`src/rtl/core/mbe_pkg.sv`:
```
// shared types and constants for the mandelbrot escape-time pixel core
// no dependencies

package mbe_pkg;

   localparam int MAX_SIDE_DEF       = 4096;
   localparam int MAX_ITERATIONS_DEF = 4096;

   localparam int COORD_W     = 12;
   localparam int SIDE_W      = 13;
   localparam int COUNT_W     = 13;
   localparam int RADIUS_W    = 29;
   localparam int WIN_W       = 31;
   localparam int Q_W         = 32;
   localparam int GREY_W      = 8;
   localparam int CSR_INDEX_W = 3;
   localparam int CSR_DATA_W  = 31;
   localparam int QUEUE_DEPTH = 2;

   typedef struct packed {
      logic [COORD_W-1:0] pixel_col;
      logic [COORD_W-1:0] pixel_row;
   } req_type;

   typedef struct packed {
      logic [COUNT_W-1:0] iteration_count;
      logic [GREY_W-1:0]  grey_level;
      logic               inside_set;
   } rsp_type;

   typedef struct packed {
      logic [SIDE_W-1:0]        image_width;
      logic [SIDE_W-1:0]        image_height;
      logic [COUNT_W-1:0]       iteration_limit;
      logic [RADIUS_W-1:0]      escape_radius;
      logic signed [WIN_W-1:0]  real_min;
      logic signed [WIN_W-1:0]  real_max;
      logic signed [WIN_W-1:0]  imag_min;
      logic signed [WIN_W-1:0]  imag_max;
   } cfg_type;

   typedef enum logic [CSR_INDEX_W-1:0] {
      CSR_IMAGE_WIDTH     = 3'd0,
      CSR_IMAGE_HEIGHT    = 3'd1,
      CSR_ITERATION_LIMIT = 3'd2,
      CSR_ESCAPE_RADIUS   = 3'd3,
      CSR_REAL_MIN        = 3'd4,
      CSR_REAL_MAX        = 3'd5,
      CSR_IMAG_MIN        = 3'd6,
      CSR_IMAG_MAX        = 3'd7
   } csr_index_type;

   localparam cfg_type CFG_RESET = '{
      image_width:     13'd1000,
      image_height:    13'd1000,
      iteration_limit: 13'd50,
      escape_radius:   29'd167772160,
      real_min:        -31'sd33554432,
      real_max:        31'sd33554432,
      imag_min:        -31'sd33554432,
      imag_max:        31'sd33554432
   };

   // mapped point of one pixel, signed q8.24
   typedef struct packed {
      logic signed [Q_W-1:0] c_re;
      logic signed [Q_W-1:0] c_im;
   } job_type;

endpackage

```
`src/rtl/core/mbe_queue.sv`:
```
// short request queue between the mapping front end and the iteration back end
// depends on mbe_pkg

module mbe_queue (
   input  logic             clock,
   input  logic             reset,
   input  logic             push,
   input  mbe_pkg::job_type push_data,
   output logic             full,
   input  logic             pop,
   output mbe_pkg::job_type pop_data,
   output logic             empty
);
   import mbe_pkg::*;

   localparam int PTR_W   = (QUEUE_DEPTH > 1) ? $clog2(QUEUE_DEPTH) : 1;
   localparam int COUNT_Q = $clog2(QUEUE_DEPTH + 1);

   job_type entry_ff[QUEUE_DEPTH];
   logic [PTR_W-1:0]   wr_ff, wr_in;
   logic [PTR_W-1:0]   rd_ff, rd_in;
   logic [COUNT_Q-1:0] count_ff, count_in;

   always_comb begin
      wr_in    = wr_ff;
      rd_in    = rd_ff;
      count_in = count_ff;
      if (push) begin
         wr_in = (wr_ff == PTR_W'(QUEUE_DEPTH - 1)) ? '0 : wr_ff + PTR_W'(1);
      end
      if (pop) begin
         rd_in = (rd_ff == PTR_W'(QUEUE_DEPTH - 1)) ? '0 : rd_ff + PTR_W'(1);
      end
      if (push && !pop) begin
         count_in = count_ff + COUNT_Q'(1);
      end else if (pop && !push) begin
         count_in = count_ff - COUNT_Q'(1);
      end
   end

   always_ff @(posedge clock) begin
      if (reset) begin
         wr_ff    <= '0;
         rd_ff    <= '0;
         count_ff <= '0;
      end else begin
         wr_ff    <= wr_in;
         rd_ff    <= rd_in;
         count_ff <= count_in;
      end
   end

   always_ff @(posedge clock) begin
      if (push) begin
         entry_ff[wr_ff] <= push_data;
      end
   end

   assign full     = (count_ff == COUNT_Q'(QUEUE_DEPTH));
   assign empty    = (count_ff == '0);
   assign pop_data = entry_ff[rd_ff];

   a_push_room: assert property (@(posedge clock) disable iff (reset) push |-> !full)
      else $error("queue pushed while full");
   a_pop_data: assert property (@(posedge clock) disable iff (reset) pop |-> !empty)
      else $error("queue popped while empty");
   a_count_range: assert property (@(posedge clock) disable iff (reset)
         count_ff <= COUNT_Q'(QUEUE_DEPTH))
      else $error("queue count out of range");

endmodule

```
`config.mk`:
```
export PLATFORM = sky130hd
export DESIGN_NAME = mbe_queue
export DESIGN_NICKNAME = d
export VERILOG_FILES = /design/src/rtl/core/mbe_pkg.sv /design/src/rtl/core/mbe_queue.sv
export SDC_FILE = /design/constraint.sdc
export NUM_CORES = 1
export LEC_CHECK = 0
export BUFFER_PORTS_ARGS = -buffer_cell sky130_fd_sc_hd__buf_2
export CAP_MARGIN = 20
export CELL_PAD_IN_SITES_DETAIL_PLACEMENT = 0
export CELL_PAD_IN_SITES_GLOBAL_PLACEMENT = 2
export CORE_UTILIZATION = 38
export CTS_CLUSTER_SIZE = 8
export DETAILED_ROUTE_END_ITERATION = 8
export GPL_ROUTABILITY_DRIVEN = 1
export PLACE_DENSITY = 0.87
export REMOVE_ABC_BUFFERS = 1
export SLEW_MARGIN = 20
export SYNTH_ARGS = -nofsm -noshare
export SYNTH_HDL_FRONTEND = slang
export SYNTH_SLANG_ARGS = --single-unit
```
`constraint.sdc`:
```
create_clock -name clock -period 5.55 [get_ports clock]
set_input_delay 0.8325 -clock clock [delete_from_list [all_inputs] [get_ports clock]]
set_output_delay 0.8325 -clock clock [all_outputs]
set_load 0.05 [all_outputs]
```
==> reports/results.txt <==
CTS tree -> yes
sequential-to-total area share from yosys stat -> 0.814
number of synthesized register bits -> 133
area of the multi-input gates -> 833 µm²
Fillers -> 1048
status -> complete, no violations
chip height -> 115 µm
post-route minimum period -> 3210 ps
total track usage -> 0.140
Util after Layout -> 0.513
YS warnings -> 0
DRT antenna net count -> 0
Gate Count Post-Synth -> 221
worst-path maximum fanout -> 35
drt first-iter violations -> 140
WHS Path Cells -> 2
Async SR Flop Fraction -> 0
first-pass GRT wire length -> 13.2 mm
max frequency -> 312 MHz
Die X-Extent -> 115 µm
number of flops mapped to enable cells by yosys -> 128
CTS root buffer -> clkbuf_16
Setup crit start kind -> register
hold path endpoint -> rd_ff
Initial Util -> 0.397
crit path kind -> register to output port
final WL -> 8.58 mm
# DRC -> 0
port bufs -> 133
Synth Area per Inst -> 21.9 µm²
worst slew pin tran -> 815 ps
RSZ-0062 raised after global routing -> no
via count -> 2491
initial antenna violation count -> 0
FP Rows -> 40
Placer Congestion -> 0.635
total congestion overflow -> 0
number of diodes -> 0
largest net degree at the start of global routing -> 38
relative slew slack -> 0.456
WP data required -> 4720 ps
vias in the first global route -> 2658
r2r endpoint -> entry_ff[1][27]
Worst Hold Launch -> rd_ff
clock tree sinks -> 133
I/O pin count -> 134
pins over their slew limit -> 0
WL/cell -> 15.6 µm
Nets -> 438
Peak VDD IR -> 0.214 mV
distinct cell type count after synthesis -> 16
pwr/cell area -> 426 nW/µm²
share of the synthesized area in the top cell type -> 0.793
maximum clock path buffer count -> 2
hold_buf cts -> 0
Area Overhead vs Synth -> 29.1%
core area -> 12200 µm²
die area -> 13200 µm²
final setup fails -> 0
maxcap violations -> 0
Leak -> 2.37 nW
vias per inst -> 4.53
Hold Crit Class -> register to register
crit path capture type -> output port
CTS H-tree lvls -> 4
clk slew on worst S/H paths -> 60 ps
Yosys top cell by area -> edfxtp_1
Setup Buffers After CTS -> 0
mapped cell area -> 4850 µm²
largest cells by area after synthesis -> edfxtp_1 (79%), mux2_2 (15%), dfxtp_1 (2.1%)
router iterations before antenna repair -> 4
Detail Placement HPWL -> 5.47 mm
Worst EP arrival -> 2370 ps
TritonCTS buffer count -> 17
final setup skew -> 6.75 ps
fraction of final layout cells sized beyond drive strength 1 -> 0.610
Reg2Reg Setup Slack -> 3540 ps
setup TNS -> 0 ps
crit share post-route -> 0.577
reg2reg start -> wr_ff
Final Hold Viols -> 0
ys flop type -> edfxtp_1
Resized cells post-CTS -> 0
clk_lat worst skew -> 410 ps
Register Area -> 3950 µm²
R2R cell count -> 2
[metrics by stage]
| step | area [µm²] | power [mW] | hold slack [ps] | worst slack, ps | instances |
|---|---|---|---|---|---|
| final | 6260 | 2.66 | 522 | 2340 | 550 |
| after global routing | 6260 | 2.76 | 559 | 2160 | 550 |
| after CTS | 6260 | 2.70 | 529 | 2280 | 550 |
| after detailed placement | 5680 | 1.61 | 511 | 2710 | 518 |
| after global placement | 5680 | 1.61 | 483 | 2730 | 518 |
| after floorplan | 4770 | 1.51 | 461 | 1410 | 214 |
[cell type report]
class                   count  share of cell area
flip-flops and latches    133               0.630
multi-input cells          80               0.133
repair buffers            136               0.110
clock buffers              23              0.0764
well taps                 168              0.0336
clock inverters             9              0.0162
inverters                   1            0.000600
[placed cells by master (no fill, tap or decap), drive strengths merged]
| cell | Yosys | routed |
|---|---|---|
| clkbuf | 0 | 23 |
| mux2 | 64 | 64 |
| dfxtp | 5 | 5 |
| buf | 7 | 136 |
| ha | 1 | 1 |
| edfxtp | 128 | 128 |
| clkinvlp | 0 | 1 |
| nor2b | 1 | 1 |
| xor2 | 2 | 2 |
| o21ai | 1 | 1 |
| clkinv | 0 | 6 |
| or3 | 1 | 1 |
| and2 | 1 | 1 |
| nor2 | 5 | 5 |
| and2b | 1 | 1 |
| inv | 1 | 1 |
| a21oi | 1 | 1 |
| bufinv | 0 | 2 |
| xnor2 | 2 | 2 |
[routing by layer]
metal  track usage  share of wire  vias up
met5             0              0        -
met4        0.0701          0.019        0
met1         0.158           0.40     1229
li1              -              -     1165
met3        0.0564          0.063       15
met2         0.231           0.51       82
[Yosys cell counts, drive strengths merged (2+ instances only)]
| cell | instances |
|---|---|
| edfxtp | 128 |
| buf | 7 |
| xnor2 | 2 |
| nor2 | 5 |
| mux2 | 64 |
| dfxtp | 5 |
| xor2 | 2 |
[worst max-delay path: stages (launching register included)]
cell     delay (ps)
dfxtp_2         800
buf_4           530
mux2_2          400
buf_2           210
[flip-flops by register name, summed over array words and instances, names as in the netlist, named ones only]
name and cells:
wr_ff 1, entry_ff 128, count_ff 2, rd_ff 1
[power breakdown]
group | leakage, nW | switching (mW) | internal (mW)
clock network | 0.287 | 0.382 | 0.693
logic | 0.837 | 0.282 | 0.112
registers | 1.24 | 0.0234 | 1.17
[logic make-up (layout without fill, tap and decap cells)]
family          count (synthesis)  count (layout)  synth area share
compound gates                  2               2           0.00206
fa+ha+maj                       1               1           0.00258
mux                            64              64             0.149
flops                         133             133             0.814
buf+inv                         8             169            0.0163
xor+xnor                        4               4           0.00723
simple gates                    9               9           0.00955
[worst max-delay path by stage]
stage | end | slack [ps] | depth (start not counted)
3_3_place_gp | pop_data[24] | 2730 | 3
3_5_place_dp | pop_data[15] | 2710 | 3
2_1_floorplan | entry_ff[0][0] | 1410 | 1
6_report | pop_data[23] | 2340 | 3
4_1_cts | pop_data[15] | 2280 | 3
5_1_grt | pop_data[15] | 2160 | 3
No activity file was read; power rests on OpenSTA's default activity.
