`src/rtl/core/mbe_pkg.sv`:
```
// shared types and constants for the mandelbrot escape-time pixel core
// no dependencies

package mbe_pkg;

   localparam int MAX_SIDE_DEF       = 4096;
   localparam int MAX_ITERATIONS_DEF = 4096;

   localparam int COORD_W     = 12;
   localparam int SIDE_W      = 13;
   localparam int COUNT_W     = 13;
   localparam int RADIUS_W    = 29;
   localparam int WIN_W       = 31;
   localparam int Q_W         = 32;
   localparam int GREY_W      = 8;
   localparam int CSR_INDEX_W = 3;
   localparam int CSR_DATA_W  = 31;
   localparam int QUEUE_DEPTH = 2;

   typedef struct packed {
      logic [COORD_W-1:0] pixel_col;
      logic [COORD_W-1:0] pixel_row;
   } req_type;

   typedef struct packed {
      logic [COUNT_W-1:0] iteration_count;
      logic [GREY_W-1:0]  grey_level;
      logic               inside_set;
   } rsp_type;

   typedef struct packed {
      logic [SIDE_W-1:0]        image_width;
      logic [SIDE_W-1:0]        image_height;
      logic [COUNT_W-1:0]       iteration_limit;
      logic [RADIUS_W-1:0]      escape_radius;
      logic signed [WIN_W-1:0]  real_min;
      logic signed [WIN_W-1:0]  real_max;
      logic signed [WIN_W-1:0]  imag_min;
      logic signed [WIN_W-1:0]  imag_max;
   } cfg_type;

   typedef enum logic [CSR_INDEX_W-1:0] {
      CSR_IMAGE_WIDTH     = 3'd0,
      CSR_IMAGE_HEIGHT    = 3'd1,
      CSR_ITERATION_LIMIT = 3'd2,
      CSR_ESCAPE_RADIUS   = 3'd3,
      CSR_REAL_MIN        = 3'd4,
      CSR_REAL_MAX        = 3'd5,
      CSR_IMAG_MIN        = 3'd6,
      CSR_IMAG_MAX        = 3'd7
   } csr_index_type;

   localparam cfg_type CFG_RESET = '{
      image_width:     13'd1000,
      image_height:    13'd1000,
      iteration_limit: 13'd50,
      escape_radius:   29'd167772160,
      real_min:        -31'sd33554432,
      real_max:        31'sd33554432,
      imag_min:        -31'sd33554432,
      imag_max:        31'sd33554432
   };

   // mapped point of one pixel, signed q8.24
   typedef struct packed {
      logic signed [Q_W-1:0] c_re;
      logic signed [Q_W-1:0] c_im;
   } job_type;

endpackage

```
`src/rtl/core/mbe_front.sv`:
```
// front end: accepts a pixel request and maps it into the complex plane
// two lanes (real, imaginary), one multiply then a bit-serial long division each
// depends on mbe_pkg

module mbe_front #(
   parameter int MAX_SIDE = mbe_pkg::MAX_SIDE_DEF
) (
   input  logic             clock,
   input  logic             reset,
   input  mbe_pkg::cfg_type cfg,
   input  logic             req_valid,
   output logic             req_stall,
   input  mbe_pkg::req_type req_data,
   output logic             push,
   output mbe_pkg::job_type push_data,
   input  logic             queue_full
);
   import mbe_pkg::*;

   localparam int LANES  = 2;
   localparam int MAG_W  = WIN_W;
   localparam int PROD_W = MAG_W + COORD_W;
   localparam int CNT_W  = $clog2(PROD_W);

   typedef enum logic [3:0] {
      F_IDLE = 4'b0001,
      F_MUL  = 4'b0010,
      F_DIV  = 4'b0100,
      F_PUSH = 4'b1000
   } front_state_type;

   front_state_type state_ff, state_in;
   logic [CNT_W-1:0] cnt_ff, cnt_in;

   logic [SIDE_W-1:0]       side_raw [LANES];
   logic [SIDE_W-1:0]       side_eff [LANES];
   logic [SIDE_W-1:0]       side_m1  [LANES];
   logic [COORD_W-1:0]      idx_raw  [LANES];
   logic [COORD_W-1:0]      idx_clamp[LANES];
   logic signed [WIN_W-1:0] lo_raw   [LANES];
   logic signed [WIN_W-1:0] hi_raw   [LANES];
   logic signed [Q_W-1:0]   diff     [LANES];
   logic [MAG_W-1:0]        mag      [LANES];
   logic [SIDE_W:0]         trial    [LANES];
   logic                    fits     [LANES];
   logic signed [Q_W-1:0]   quo_s    [LANES];
   logic signed [Q_W-1:0]   coord    [LANES];

   logic [COORD_W-1:0]      idx_ff[LANES], idx_in[LANES];
   logic [SIDE_W-1:0]       div_ff[LANES], div_in[LANES];
   logic                    neg_ff[LANES], neg_in[LANES];
   logic [MAG_W-1:0]        mag_ff[LANES], mag_in[LANES];
   logic signed [WIN_W-1:0] lo_ff [LANES], lo_in [LANES];
   logic [PROD_W-1:0]       quo_ff[LANES], quo_in[LANES];
   logic [SIDE_W-1:0]       rem_ff[LANES], rem_in[LANES];

   // lane inputs, clamping and window span
   always_comb begin
      side_raw[0] = cfg.image_width;
      side_raw[1] = cfg.image_height;
      idx_raw[0]  = req_data.pixel_col;
      idx_raw[1]  = req_data.pixel_row;
      lo_raw[0]   = cfg.real_min;
      hi_raw[0]   = cfg.real_max;
      lo_raw[1]   = cfg.imag_min;
      hi_raw[1]   = cfg.imag_max;
      for (int l = 0; l < LANES; l++) begin
         priority if (side_raw[l] < SIDE_W'(2)) begin
            side_eff[l] = SIDE_W'(2);
         end else if (int'(side_raw[l]) > MAX_SIDE) begin
            side_eff[l] = SIDE_W'(MAX_SIDE);
         end else begin
            side_eff[l] = side_raw[l];
         end
         side_m1[l]   = side_eff[l] - SIDE_W'(1);
         idx_clamp[l] = (SIDE_W'(idx_raw[l]) > side_m1[l]) ?
                        side_m1[l][COORD_W-1:0] : idx_raw[l];
         diff[l]      = Q_W'(hi_raw[l]) - Q_W'(lo_raw[l]);
         mag[l]       = diff[l][Q_W-1] ? MAG_W'(-diff[l]) : MAG_W'(diff[l]);
         trial[l]     = {rem_ff[l], quo_ff[l][PROD_W-1]};
         fits[l]      = trial[l] >= {1'b0, div_ff[l]};
         quo_s[l]     = signed'({1'b0, quo_ff[l][MAG_W-1:0]});
         coord[l]     = Q_W'(lo_ff[l]) + (neg_ff[l] ? -quo_s[l] : quo_s[l]);
      end
   end

   always_comb begin
      state_in = state_ff;
      cnt_in   = cnt_ff;
      for (int l = 0; l < LANES; l++) begin
         idx_in[l] = idx_ff[l];
         div_in[l] = div_ff[l];
         neg_in[l] = neg_ff[l];
         mag_in[l] = mag_ff[l];
         lo_in[l]  = lo_ff[l];
         quo_in[l] = quo_ff[l];
         rem_in[l] = rem_ff[l];
      end
      unique case (state_ff)
         F_IDLE: begin
            if (req_valid) begin
               for (int l = 0; l < LANES; l++) begin
                  idx_in[l] = idx_clamp[l];
                  div_in[l] = side_m1[l];
                  neg_in[l] = diff[l][Q_W-1];
                  mag_in[l] = mag[l];
                  lo_in[l]  = lo_raw[l];
               end
               state_in = F_MUL;
            end
         end
         F_MUL: begin
            for (int l = 0; l < LANES; l++) begin
               quo_in[l] = PROD_W'(mag_ff[l]) * PROD_W'(idx_ff[l]);
               rem_in[l] = '0;
            end
            cnt_in   = '0;
            state_in = F_DIV;
         end
         F_DIV: begin
            for (int l = 0; l < LANES; l++) begin
               rem_in[l] = fits[l] ? SIDE_W'(trial[l] - {1'b0, div_ff[l]}) :
                                     SIDE_W'(trial[l]);
               quo_in[l] = {quo_ff[l][PROD_W-2:0], fits[l]};
            end
            cnt_in = cnt_ff + CNT_W'(1);
            if (cnt_ff == CNT_W'(PROD_W - 1)) begin
               state_in = F_PUSH;
            end
         end
         F_PUSH: begin
            if (!queue_full) begin
               state_in = F_IDLE;
            end
         end
         default: begin
            state_in = F_IDLE;
         end
      endcase
   end

   always_ff @(posedge clock) begin
      if (reset) begin
         state_ff <= F_IDLE;
         cnt_ff   <= '0;
      end else begin
         state_ff <= state_in;
         cnt_ff   <= cnt_in;
      end
   end

   always_ff @(posedge clock) begin
      for (int l = 0; l < LANES; l++) begin
         idx_ff[l] <= idx_in[l];
         div_ff[l] <= div_in[l];
         neg_ff[l] <= neg_in[l];
         mag_ff[l] <= mag_in[l];
         lo_ff[l]  <= lo_in[l];
         quo_ff[l] <= quo_in[l];
         rem_ff[l] <= rem_in[l];
      end
   end

   assign req_stall      = (state_ff != F_IDLE);
   assign push           = (state_ff == F_PUSH) && !queue_full;
   assign push_data.c_re = coord[0];
   assign push_data.c_im = coord[1];

endmodule

```
`config.mk`:
```
export PLATFORM = sky130hd
export DESIGN_NAME = mbe_front
export DESIGN_NICKNAME = d
export VERILOG_FILES = /design/src/rtl/core/mbe_pkg.sv /design/src/rtl/core/mbe_front.sv
export SDC_FILE = /design/constraint.sdc
export NUM_CORES = 2
export LEC_CHECK = 0
export BUFFER_PORTS_ARGS = -buffer_cell sky130_fd_sc_hd__buf_2
export CAP_MARGIN = 20
export CELL_PAD_IN_SITES_DETAIL_PLACEMENT = 0
export CELL_PAD_IN_SITES_GLOBAL_PLACEMENT = 1
export CORE_MARGIN = 2
export CORE_UTILIZATION = 49
export CTS_BUF_LIST = sky130_fd_sc_hd__clkbuf_16
export CTS_CLUSTER_DIAMETER = 80
export DETAILED_ROUTE_END_ITERATION = 6
export PLACE_DENSITY_LB_ADDON = 0.1
export SLEW_MARGIN = 15
export SYNTH_ARGS = -nofsm -noshare
export SYNTH_HDL_FRONTEND = slang
export SYNTH_SLANG_ARGS = --single-unit
```
`constraint.sdc`:
```
create_clock -name clock -period 12.99 [get_ports clock]
set_clock_uncertainty 0.15 [all_clocks]
set_input_delay 1.9485 -clock clock [delete_from_list [all_inputs] [get_ports clock]]
set_output_delay 1.9485 -clock clock [all_outputs]
set_load 0.005 [all_outputs]
```
==> metrics.md <==
| Metric | Value |
|---|---|
| Status | finished, final reports clean |
| Clock Sinks | 298 |
| Number of synthesized flops with an enable pin | 288 |
| TritonCTS Buffers | 41 |
| Detail Placement HPWL | 99,600 um |
| RSZ-0062 raised after global routing | false |
| Final Hold Fails | 0 |
| Starting Density | 49.4% |
| I/O Buffers | 243 |
| Final #Nets | around 6,400 |
| Drt wl/cell | 19.7 um |
| Initial antenna violation count | 5 |
| Multiplexer area fraction after synthesis | 1.09% |
| Seq/Total Area, Yosys | 19.6% |
| Max FO, Critical Path | 6 |
| CTS tree | built |
| DR iter-0 viols | 2,019 |
| CTS clock-pin slew for the worst setup and hold paths | 0.06 ns |
| Post-Syn Nets | 6,259 |
| Final Max Tran Viols | 0 |
| Die Span Y | slightly above 300 um |
| Vias in the first global route | roughly 37,000 |
| CP required | 10.89 ns |
| Worst hold margin | ~0.36 ns |
| Ys flop type | edfxtp_1 |
| FF-to-FF setup slack | 5.58 ns |
| FMAX | 122 MHz |
| Commonest cells after routing, fill and taps aside | 853 x inv_1, 771 x nand2_1, 586 x fa_1 |
| Largest net degree at the start of global routing | 174 |
| Adder-cell share of the synthesized area | 35.5% |
| Place WS | 5.57 ns |
| Fraction of layout cells with a size suffix above 1 | under 10% |
| Critical path data arrival time | 6.06 ns |
| Synth warn | 0 |
| PostCTS Resize Cnt | 0 |
| Global-route usage over all layers | 27.4% |
| Worst-Skew Late Latency | 0.60 ns |
| Core area | 91,500 um2 |
| Die width | 308 um |
| First-pass GRT wire length | 203,000 um |
| Crit path setup slack, layout | 4.83 ns |
| Actual slew at the worst max-slew pin | roughly 1.1 ns |
| Async SR Flop Fraction | 0% |
| Gate count of the mapped netlist | 5,109 |
| Vias | around 36,000 |
| Setup crit start kind | register |
| Final TNS setup | 0 ns |
| Setup bufs post-CTS | 0 |
| H-tree depth | 2 |
| Area share of xor/xnor cells in the synthesized design | 5.75% |
| Final period util | 62.8% |
| I/O pin count | 286 |
| Setup Crit Path Kind | reg -> out |
| Tightest Hold Check Type | reg -> reg |
| Post-CTS Hold Buffers | 0 |
| Post-layout min period | 8.16 ns |
| Final setup viols | 0 |
| Final Wtd Congestion | approximately 0.90 |
| Antenna Nets Post-Route | 0 |
| Area Overhead vs Synth | 8.08% |
| CTS max path bufs | 3 |
| DRT Pass-1 Iters | 7 |
| Die footprint | 94,700 um2 |
| Vias per cell | 5.52 |
| Site Rows | between 100 and 150 |
| Post-synthesis cell area | around 45,000 um2 |
| CTS root buf | clkbuf_16 |
| Commonest non-fill, non-tap cell in the layout | inv_1 |
| Post-synthesis compound-gate area fraction | 12.6% |
| Setup crit end kind | output port |
| DRC Markers | 0 |
| Slew margin rel. | 28.7% |
| Largest family of logic cells by synthesized area | adder cells |
| Total Routed Length | ~130,000 um |
| Total grt overflow | 0 |
| Max-Cap Viols | 0 |
| Library cells used by synthesis | 98 |
| Synthesized flop and latch total | 298 |
| Post-Synth Simple-Gate Area | between 10% and 20% |
| Average cell area after synthesis | slightly below 9 um2 |
[worst max-delay path, cell delays in order (launching register included)]
cell	delay [ns]
edfxtp_1	0.49
or4_1	0.59
or3_1	0.37
or4_1	0.54
or3_1	0.39
or2_2	0.32
o41ai_1	0.31
xnor2_1	0.30
ha_1	0.37
a21oi_1	0.22
nor2b_1	0.10
o21ai_0	0.15
nand2b_1	0.09
a21oi_1	0.14
o21ai_0	0.25
o311ai_0	0.61
buf_2	0.21
[cells by family after synthesis]
group	count (synthesis)
multiplexers	46
XOR/XNOR	297
buffers and inverters	1059
adder cells (fa/ha/maj)	930
flip-flops	298
AO/OA/AOI/OAI	874
AND/OR/NAND/NOR	1605
[Yosys cell counts (43+ instances only)]
| library cell | instances | share of area, % |
|---|---|---|
| edfxtp_1 | 288 | 19 |
| clkbuf_1 | 191 | 1.6 |
| xnor2_1 | 207 | 4.0 |
| fa_1 | 586 | 26 |
| nor3_1 | 58 | 0.64 |
| nand2b_1 | 43 | 0.60 |
| inv_1 | 851 | 7.1 |
| nand2_1 | 771 | 6.4 |
| and2_1 | 231 | 3.2 |
| ha_1 | 344 | 9.5 |
| nand3_1 | 80 | 0.89 |
| nor2_1 | 214 | 1.8 |
| o21ai_0 | 173 | 1.9 |
| xor2_1 | 90 | 1.7 |
| a21oi_1 | 249 | 2.8 |
| o31ai_1 | 45 | 0.75 |
| a21o_1 | 107 | 1.8 |
[metal layers]
layer  track usage (%)  vias to the layer above  part of all wire, %
met4              8.91                        0                  3.5
met2              51.6                      688                   53
met1              32.6                    17772                   40
met3              2.22                      179                  3.5
li1                  -                    16935                    -
met5                 0                        -                    0
[layout make-up]
cell class | count | area [um2]
fillers | 8639 | 42700
multi-input cells | 3752 | 32400
flip-flops and latches | 298 | 8850
inverters | 852 | 3200
well taps | 1186 | 1480
repair buffers | 274 | 1460
clock buffers | 41 | 1030
clock inverters | 35 | 455
diodes | 3 | 7.51
[stage by stage]
stage	instance area (um2)	cells	util, %
2_1_floorplan	45200	5109	-
5_1_grt	48800	6438	53.4
4_1_cts	48800	6437	53.4
3_3_place_gp	47400	6361	51.7
6_report	48900	6441	53.4
3_5_place_dp	47400	6361	51.7
[flip-flops by register name (all words and copies together), names as in the netlist]
name / flops
lo_ff: 62
neg_ff: 2
quo_ff: 86
div_ff: 26
mag_ff: 62
rem_ff: 26
cnt_ff: 6
idx_ff: 24
state_ff: 4
[path summary, 6_finish.rpt]
path / end / cells after the start / startpoint
setup / recovery: push_data[31] / 16 / quo_ff[0][53]
hold / removal: cnt_ff[4] / 2 / cnt_ff[4]
setup reg to reg: quo_ff[0][84] / 19 / mag_ff[0][39]
hold reg to reg: cnt_ff[4] / 2 / cnt_ff[4]
Power is left out: the tool's default activity adds up to more than one toggle a clock period on the data nets, which glitch-free logic cannot reach.
